`config.mk`:
```
export PLATFORM = sky130hd
export DESIGN_NAME = loc_ctrl
export DESIGN_NICKNAME = d
export VERILOG_FILES = /design/src/rtl/loc_pkg.sv /design/src/rtl/loc_ctrl.sv
export SDC_FILE = /design/constraint.sdc
export NUM_CORES = 1
export LEC_CHECK = 0
export ABC_CLOCK_PERIOD_IN_PS = 2900
export BUFFER_PORTS_ARGS = -buffer_cell sky130_fd_sc_hd__buf_2
export CAP_MARGIN = 40
export CORE_MARGIN = 1
export CORE_UTILIZATION = 48
export DETAILED_ROUTE_END_ITERATION = 10
export PLACE_DENSITY_LB_ADDON = 0.1
export SYNTH_ARGS = -nofsm -noshare
export SYNTH_HDL_FRONTEND = slang
export SYNTH_SLANG_ARGS = --single-unit
```
`constraint.sdc`:
```
create_clock -name clock -period 2.9 [get_ports clock]
set_clock_uncertainty 0.05 [all_clocks]
set_input_delay 0.145 -clock clock [delete_from_list [all_inputs] [get_ports clock]]
set_output_delay 0.145 -clock clock [all_outputs]
set_load 0.01 [all_outputs]
```
`src/rtl/loc_pkg.sv`:
```
`timescale 1ns / 1ps
// ----------------------------------------------------------------------------
// loc_pkg
// Shared codes, states and control bundles of the lock order checker.
// ----------------------------------------------------------------------------
package loc_pkg;

   localparam logic [2:0] MODE_ACQUIRE = 3'd0;
   localparam logic [2:0] MODE_RELEASE = 3'd1;
   localparam logic [2:0] MODE_CHECK   = 3'd2;
   localparam logic [2:0] MODE_QUERY   = 3'd3;
   localparam logic [2:0] MODE_DELETE  = 3'd4;

   typedef enum logic [2:0] {
      ST_OK        = 3'd0,
      ST_DOUBLE    = 3'd1,
      ST_DEADLOCK  = 3'd2,
      ST_NOT_LAST  = 3'd3,
      ST_OVERFLOW  = 3'd4,
      ST_UNDERFLOW = 3'd5
   } status_type;

   typedef enum logic [1:0] {
      MRD_LK,
      MRD_E,
      MRD_R
   } mat_rd_type;

   typedef enum logic [1:0] {
      MWR_NONE,
      MWR_ORDER,
      MWR_CLEAR
   } mat_wr_type;

   typedef enum logic [3:0] {
      S_IDLE,
      S_LOAD,
      S_DISP,
      S_AENT,
      S_AROW,
      S_QA,
      S_QB,
      S_CWT,
      S_CHK,
      S_DRD,
      S_DWR,
      S_INC,
      S_DEC,
      S_DONE
   } state_type;

   typedef struct packed {
      logic       take;
      logic       ctx_load;
      logic       push;
      logic       j_inc;
      logic       cnt_inc;
      logic       cnt_dec;
      mat_rd_type mat_rd;
      mat_wr_type mat_wr;
      logic       r_inc;
      logic       set_st;
      status_type st;
      logic       set_conflict;
      logic       set_held;
      logic       emit;
   } cmd_type;

   typedef struct packed {
      logic [2:0] mode;
      logic       rec;
      logic       rd_full;
      logic       rd_zero;
      logic       e_match;
      logic       row_has_lk;
      logic       rev_set;
      logic       j_at_cnt;
      logic       j1_at_cnt;
      logic       r_last;
      logic       out_free;
   } flags_type;

endpackage

```
`src/rtl/loc_ctrl.sv`:
```
`timescale 1ns / 1ps
// ----------------------------------------------------------------------------
// loc_ctrl
// Sequencer: steps each word through lookup, stack scan or matrix sweep.
// ----------------------------------------------------------------------------
module loc_ctrl (
   input  logic               clock,
   input  logic               reset,
   input  logic               req_tvalid,
   output logic               req_tready,
   input  loc_pkg::flags_type flags,
   output loc_pkg::cmd_type   cmd
);

   loc_pkg::state_type state_ff, state_in;

   always_ff @(posedge clock) begin
      if (reset) begin
         state_ff <= loc_pkg::S_IDLE;
      end else begin
         state_ff <= state_in;
      end
   end

   always_comb begin
      state_in   = state_ff;
      cmd        = '0;
      cmd.mat_rd = loc_pkg::MRD_LK;
      cmd.mat_wr = loc_pkg::MWR_NONE;
      cmd.st     = loc_pkg::ST_OK;
      req_tready = 1'b0;
      case (state_ff)
         loc_pkg::S_IDLE: begin
            req_tready = 1'b1;
            if (req_tvalid) begin
               cmd.take = 1'b1;
               state_in = loc_pkg::S_LOAD;
            end
         end
         loc_pkg::S_LOAD: begin
            state_in = loc_pkg::S_DISP;
         end
         loc_pkg::S_DISP: begin
            cmd.ctx_load = 1'b1;
            state_in     = loc_pkg::S_DONE;
            case (flags.mode)
               loc_pkg::MODE_ACQUIRE: begin
                  if (flags.rd_full) begin
                     cmd.set_st = 1'b1;
                     cmd.st     = loc_pkg::ST_OVERFLOW;
                  end else begin
                     cmd.push = 1'b1;
                     state_in = flags.rd_zero ? loc_pkg::S_INC : loc_pkg::S_AENT;
                  end
               end
               loc_pkg::MODE_RELEASE: begin
                  if (flags.rd_zero) begin
                     cmd.set_st = 1'b1;
                     cmd.st     = loc_pkg::ST_UNDERFLOW;
                  end else begin
                     state_in = loc_pkg::S_DEC;
                  end
               end
               loc_pkg::MODE_CHECK: begin
                  if (flags.rd_zero) begin
                     cmd.set_st = 1'b1;
                     cmd.st     = loc_pkg::ST_NOT_LAST;
                  end else begin
                     state_in = loc_pkg::S_CWT;
                  end
               end
               loc_pkg::MODE_QUERY: begin
                  if (!flags.rd_zero) begin
                     state_in = loc_pkg::S_QA;
                  end
               end
               loc_pkg::MODE_DELETE: begin
                  state_in = loc_pkg::S_DRD;
               end
               default: begin
                  state_in = loc_pkg::S_DONE;
               end
            endcase
         end
         loc_pkg::S_AENT: begin
            cmd.j_inc  = 1'b1;
            cmd.mat_rd = loc_pkg::MRD_E;
            if (flags.e_match) begin
               if (flags.rec) begin
                  state_in = loc_pkg::S_INC;
               end else begin
                  cmd.set_st       = 1'b1;
                  cmd.st           = loc_pkg::ST_DOUBLE;
                  cmd.set_conflict = 1'b1;
                  state_in         = loc_pkg::S_DONE;
               end
            end else begin
               state_in = loc_pkg::S_AROW;
            end
         end
         loc_pkg::S_AROW: begin
            if (!flags.row_has_lk && flags.rev_set) begin
               cmd.set_st       = 1'b1;
               cmd.st           = loc_pkg::ST_DEADLOCK;
               cmd.set_conflict = 1'b1;
               state_in         = loc_pkg::S_DONE;
            end else begin
               if (!flags.row_has_lk) begin
                  cmd.mat_wr = loc_pkg::MWR_ORDER;
               end
               state_in = flags.j_at_cnt ? loc_pkg::S_INC : loc_pkg::S_AENT;
            end
         end
         loc_pkg::S_QA: begin
            cmd.j_inc = 1'b1;
            if (flags.e_match) begin
               cmd.set_held = 1'b1;
               state_in     = loc_pkg::S_DONE;
            end else begin
               state_in = flags.j1_at_cnt ? loc_pkg::S_DONE : loc_pkg::S_QB;
            end
         end
         loc_pkg::S_QB: begin
            state_in = loc_pkg::S_QA;
         end
         loc_pkg::S_CWT: begin
            state_in = loc_pkg::S_CHK;
         end
         loc_pkg::S_CHK: begin
            if (!flags.e_match) begin
               cmd.set_st = 1'b1;
               cmd.st     = loc_pkg::ST_NOT_LAST;
            end
            state_in = loc_pkg::S_DONE;
         end
         loc_pkg::S_DRD: begin
            cmd.mat_rd = loc_pkg::MRD_R;
            state_in   = loc_pkg::S_DWR;
         end
         loc_pkg::S_DWR: begin
            cmd.mat_wr = loc_pkg::MWR_CLEAR;
            cmd.r_inc  = 1'b1;
            state_in   = flags.r_last ? loc_pkg::S_DONE : loc_pkg::S_DRD;
         end
         loc_pkg::S_INC: begin
            cmd.cnt_inc = 1'b1;
            state_in    = loc_pkg::S_DONE;
         end
         loc_pkg::S_DEC: begin
            cmd.cnt_dec = 1'b1;
            state_in    = loc_pkg::S_DONE;
         end
         loc_pkg::S_DONE: begin
            if (flags.out_free) begin
               cmd.emit = 1'b1;
               state_in = loc_pkg::S_IDLE;
            end
         end
         default: begin
            state_in = loc_pkg::S_IDLE;
         end
      endcase
   end

endmodule

```
==> impl_metrics.json, run 1 <==
{
  "synth_area_leaders": "dfxtp_1 12%, nor2_1 6.5%, nand2_1 5.9%, buf_4 5.4%, a31oi_1 3.6%",
  "route.detailed.drc": 0,
  "final_hold_viol_count": 0,
  "ys_async_sr_fraction": 0,
  "crit_buf_inv": 2,
  "crit_start": "state_ff[2]$_SDFFE_PP0P_",
  "clock_latency_ns": 0.23,
  "vias": 849,
  "syn_area_per_cell_sq_um": 7.03,
  "use_met3": 0.0167,
  "crit_path_cell_trace": "inv_1, nor4b_4, a31oi_1, nand2b_1, buf_2",
  "io_buffers": 34,
  "die_area_sq_um": 1610,
  "required_ns": 2.71,
  "cts_buffers": 3,
  "final_nets": 144,
  "gp_congestion": 0.902,
  "rsz0062_at_grt": "no",
  "relSlewSlack": 0.529,
  "top_register": "state_ff",
  "leakage_nw": 0.396,
  "area_growth_pct": 20.5,
  "ios": 35,
  "status": "complete, no violations",
  "min_path_type": "in -> reg",
  "antenna_cells": 0,
  "synth_edf_count": 0,
  "period_share": 0.714,
  "htreeDepth": 1,
  "crit_family": "flip-flops",
  "drt-initial-drc-count": 47,
  "post-route-min-period_ns": 2.07,
  "drt.antenna.violating_nets": 0,
  "grt_start_max_net_pins": 21,
  "hp-start": "reset",
  "dr.pass1.iters": 4,
  "core_sq_um": 1320,
  "clk_path_buf_depth": 2,
  "cts_tree": "built",
  "fmax_mhz": 483,
  "ys_types": 44,
  "ir_drop_v": 0.000394,
  "netlist_area_sq_um": 696,
  "clock_sinks": 4,
  "die-width_um": 40.1,
  "synth_area_leader_cell": "dfxtp_1",
  "setup_viol": 0,
  "critical_path_class": "reg -> out",
  "fill_cells": 125,
  "grt_pass1_wl_mm": 2.64,
  "crit_path_max_incr_delay_ns": 0.71,
  "dpl.hpwl_mm": 1.33,
  "clk_pin_slew_ns": 0.04,
  "seq_area_frac_synth": 0.115,
  "maxSlewViolCount": 0,
  "routed_wl_mm": 1.81,
  "grtUsageTotal": 0.242,
  "synth_top_area_frac": 0.115,
  "timing.setup.tns_ns": 0,
  "ctsResizeCount": 0,
  "grt_pass1_vias": 644,
  "grt_overflow": 0,
  "largestRegisters": "state_ff (4)",
  "start_util": 0.528,
  "antenna_found_initial": 0,
  "cts_root_buffer": "clkbuf_4",
  "startpoint_type": "flip-flop",
  "grt.busiest_layer": "met2",
  "cp_max_fo": 19,
  "use_met2": 0.419,
  "arrival_ns": 1.88,
  "power_w": 0.000680,
  "syn_inst": 99,
  "power_density_nw_per_um2": 811,
  "rows": 13,
  "largest_reg_flops": 4,
  "worst_pin_slew_ns": 0.705,
  "max_cap_violations": 0,
  "cts_hold_buf": 0,
  "drive_gt1_frac": 0.373,
  "cp_slowest_cell": "dfxtp_1",
  "synth_ff_type": "dfxtp_1",
  "via_per_inst": 6.02,
  "end_kind": "output port",
  "post_cts.repair.setup_buffers": 0,
  "syn_nets": 115,
  "r2r_start": "state_ff[2]$_SDFFE_PP0P_",
  "ys_ff_latch": 4,
  "yosys_warnings": 0,
  "post_drt_wl_per_cell_um": 12.8,
  "use_met1": 0.314,
  "die_h_um": 40.1
}
-- final timing paths --
kind	slack [ns]	cells after the start	to
hold reg to reg	0.78	2	state_ff[0]$_SDFFE_PP0P_
setup reg to reg	1.13	4	state_ff[3]$_SDFFE_PP0P_
hold / removal	0.07	2	state_ff[1]$_SDFFE_PP0P_
setup / recovery	0.83	5	cmd[6]
-- cell usage after synthesis (2+ instances only) --
cell type  number
a21oi_1         4
a311oi_1        2
a31oi_1         4
and2_1          2
and3_1          2
buf_2           3
buf_4           5
dfxtp_1         4
inv_1           5
mux2i_1         2
nand2_1        11
nand2b_1        4
nand3_1         2
nor2_1         12
nor3_1          5
nor4_1          2
o21ai_0         3
-- logic make-up (layout without fill, tap and decap cells) --
logic type                Yosys count  in the layout  share of synthesized area
xor gates and xnor gates            2              2                     0.0252
buffers and inverters              16             43                      0.131
DFF                                 4              4                      0.115
and+or+nand+nor                    53             53                      0.466
muxes                               2              2                     0.0288
AOI/OAI and AO/OA                  22             22                      0.234
-- per-layer routing --
| layer | share of wire | routed length [um] |
|---|---|---|
| met2 | 0.47 | 853 |
| met5 | 0 | 0 |
| met1 | 0.45 | 817 |
| met4 | 0.0022 | 4 |
| met3 | 0.072 | 130 |
-- metrics by stage --
stage          hold WS (ns)  area, sq um   util  setup slack, ns  cells
3_5_place_dp          0.311          816  0.619             1.11    138
6_report             0.0710          838  0.636            0.829    141
5_1_grt              0.0839          838  0.636            0.728    141
2_1_floorplan         0.164          696      -             1.41     99
3_3_place_gp          0.314          816  0.619             1.11    138
4_1_cts              0.0685          838  0.636            0.847    141
-- placed cells by master (no fill, tap or decap), types with 2 or more instances in the layout --
master	instances
dfxtp_1	4
and2_1	2
clkbuf_4	3
nand2b_1	4
nand3_1	2
o21ai_0	3
nor3_1	5
a21oi_1	4
mux2i_1	2
nor4_1	2
buf_2	34
a31oi_1	4
a311oi_1	2
nor2_1	12
and3_1	2
inv_1	5
nand2_1	11
-- power breakdown --
part / internal [W] / total [W] / switching [W]
clock: 0.0000461 / 0.0000672 / 0.0000211
combinational: 0.000196 / 0.000417 / 0.000221
sequential: 0.0000806 / 0.000196 / 0.000115
-- cell type report --
type	instances	area [sq um]	share of cell area
multi-input combinational	79	524	0.625
timing repair buffer	34	170	0.203
sequential	4	80.1	0.0955
clock buffer	3	22.5	0.0269
inverter	6	22.5	0.0269
tap	15	18.8	0.0224
Note: power is estimated with default switching activity, not from simulation.
==> run 2: changes to the inputs <==
--- a/config.mk
+++ b/config.mk
@@ -5,11 +5,12 @@
 export SDC_FILE = /design/constraint.sdc
 export NUM_CORES = 1
 export LEC_CHECK = 0
-export ABC_CLOCK_PERIOD_IN_PS = 2900
+export ABC_AREA = 1
+export ABC_CLOCK_PERIOD_IN_PS = 1800
 export BUFFER_PORTS_ARGS = -buffer_cell sky130_fd_sc_hd__buf_2
 export CAP_MARGIN = 40
 export CORE_MARGIN = 1
-export CORE_UTILIZATION = 48
+export CORE_UTILIZATION = 38
 export DETAILED_ROUTE_END_ITERATION = 10
 export PLACE_DENSITY_LB_ADDON = 0.1
 export SYNTH_ARGS = -nofsm -noshare
==> constraint.sdc (replaced) <==
create_clock -name clock -period 1.8 [get_ports clock]
set_clock_uncertainty 0.05 [all_clocks]
set_input_delay 0.09 -clock clock [delete_from_list [all_inputs] [get_ports clock]]
set_output_delay 0.09 -clock clock [all_outputs]
set_load 0.01 [all_outputs]
==> impl_metrics.json, run 2 <==
{
  "status": "complete, no violations",
  "clock_latency_ns": 0.24,
  "synth_area_leader_cell": "nand2_1",
  "holdPathEnd": "state_ff[2]$_SDFFE_PP0P_",
  "synth_xor_area_frac": 0,
  "synth-compound-area-share": 0.120,
  "final_nets": 174,
  "final_cell_mix": "34 x buf_2, 33 x nand2_1, 22 x inv_1",
  "htreeDepth": 1,
  "core_sq_um": 1380,
  "route.detailed.drc": 0,
  "ios": 35,
  "rrSetupSlack_ns": 0.45,
  "power_w": 0.000871,
  "r2r_cells": 7,
  "synth_area_leaders": "nand2_1 21%, inv_1 14%, dfxtp_1 14%, nor2_1 11%, nand3_1 10%",
  "rows": 13,
  "post_drt_wl_per_cell_um": 9.87,
  "grt_pass1_wl_mm": 2.77,
  "relSlewSlack": 0.759,
  "grt_overflow": 0,
  "antenna_cells": 0,
  "fill_cells": 148,
  "timing.setup.tns_ns": 0,
  "synth_common_cells": "33 x nand2_1, 22 x inv_1, 17 x nor2_1",
  "yosys_warnings": 0,
  "whs_ns": 0.154,
  "synth_ff_type": "dfxtp_1",
  "largest_reg_flops": 4,
  "final_cell_area_sq_um": 807,
  "fin_util": 0.584,
  "drt.antenna.violating_nets": 0,
  "cp_max_fo": 6,
  "ys_async_sr_fraction": 0,
  "ys_types": 19,
  "vias": 873,
  "synthAdderAreaFrac": 0,
  "synth_top_family_by_area": "simple AND/OR/NAND/NOR gates",
  "antenna_found_initial": 0,
  "rsz0062_at_grt": "no",
  "synth.area.mux_share": 0,
  "power_density_nw_per_um2": 1080,
  "area_growth_pct": 36.1,
  "start_util": 0.429,
  "fmax_mhz": 608,
  "grt_pass1_vias": 722,
  "top_register": "state_ff",
  "dr.pass1.iters": 4,
  "die-width_um": 41.5,
  "clk_pin_slew_ns": 0.03,
  "cts_tree": "built",
  "placed_cell_area_sq_um": 774,
  "clock_sinks": 4,
  "clk_path_buf_depth": 2,
  "max_cap_violations": 0,
  "drt-initial-drc-count": 26,
  "via_per_inst": 5.11,
  "largestRegisters": "state_ff (4)",
  "period_share": 0.914,
  "r2r-end": "state_ff[0]$_SDFFE_PP0P_",
  "end_kind": "output port",
  "seq_area_frac_synth": 0.135,
  "netlist_area_sq_um": 593,
  "hp-start": "flags[1]",
  "r2r_start": "state_ff[0]$_SDFFE_PP0P_",
  "die_h_um": 41.5,
  "drive_gt1_frac": 0.282,
  "synth_edf_count": 0,
  "syn_area_per_cell_sq_um": 4.98,
  "cts_buffers": 3,
  "required_ns": 1.66,
  "ys_ff_latch": 4,
  "setup_viol": 0,
  "grtUsageTotal": 0.202,
  "syn_inst": 119,
  "min_path_type": "in -> reg",
  "synth-simple-area-share": 0.580,
  "min_path_cells": 5,
  "synth_top_area_frac": 0.209,
  "gp_congestion": 0.892,
  "startpoint_type": "flip-flop",
  "routed_wl_mm": 1.69,
  "worst_pin_slew_ns": 0.361,
  "arrival_ns": 1.51,
  "critical_path_class": "reg -> out",
  "post_cts.repair.setup_buffers": 0,
  "grt_start_max_net_pins": 7,
  "maxSlewViolCount": 0,
  "io_buffers": 34,
  "ir_drop_v": 0.000671,
  "post-route-min-period_ns": 1.65,
  "dpl.hpwl_mm": 1.43,
  "final_hold_viol_count": 0,
  "die_area_sq_um": 1720,
  "leakage_nw": 0.559,
  "syn_nets": 135,
  "yosysMostFrequentCell": "nand2_1",
  "cts_root_buffer": "clkbuf_4",
  "final_common_cell": "buf_2"
}
run 2: logic make-up (layout without fill, tap and decap cells):
logic type      Yosys count  in the layout
flops                     4              4
simple gates             77             77
buf+inv                  25             62
compound gates           13             13
run 2: metal layers:
metal / GRT usage / part of all wire
met5: 0 / 0
met4: 0.135 / 0.023
met3: 0.0522 / 0.071
met2: 0.319 / 0.47
met1: 0.237 / 0.43
run 2: report_power, final:
part           total (W)  internal, W  switching (W)
logic           0.000578     0.000208       0.000370
clock network   0.000112    0.0000746      0.0000379
registers       0.000180     0.000124      0.0000556
run 2: cell type report:
class / count / area, sq um / share of cell area
Timing Repair Buffer: 35 / 180 / 0.223
Clock buffer: 3 / 22.5 / 0.0279
Sequential cell: 4 / 80.1 / 0.0992
Inverter: 24 / 90.1 / 0.112
Tap cell: 15 / 18.8 / 0.0233
Multi-Input combinational cell: 90 / 415 / 0.515
run 2: stage by stage:
stage,cells,setup WS (ns)
after detailed placement,167,0.418
after global routing,171,0.0346
after global placement,167,0.424
final,171,0.155
after CTS,171,0.160
after floorplan,119,0.524
run 2: what timing repair did:
action	in CTS	in global routing
endpoints found under the hold margin	2	0
gates resized for setup	0	0
hold buffers	1	0
run 2: worst max path at each step:
stage / cells past startpoint / endpoint / startpoint / slack (ns)
3_3_place_gp: 5 / cmd[6] / state_ff[0]$_SDFFE_PP0P_ / 0.42
3_5_place_dp: 7 / cmd[6] / state_ff[0]$_SDFFE_PP0P_ / 0.42
5_1_grt: 7 / cmd[6] / state_ff[0]$_SDFFE_PP0P_ / 0.03
4_1_cts: 7 / cmd[6] / state_ff[0]$_SDFFE_PP0P_ / 0.16
6_report: 7 / cmd[6] / state_ff[0]$_SDFFE_PP0P_ / 0.15
2_1_floorplan: 6 / cmd[6] / state_ff[3]$_SDFFE_PP0P_ / 0.52
run 2: critical path, cell delays in order (launching register included):
cell and delay (ns):
dfxtp_1 0.41, nand2_1 0.14, inv_1 0.12, nand3_1 0.09, or2_1 0.25, nand3_2 0.07
or2_1 0.09, buf_2 0.12
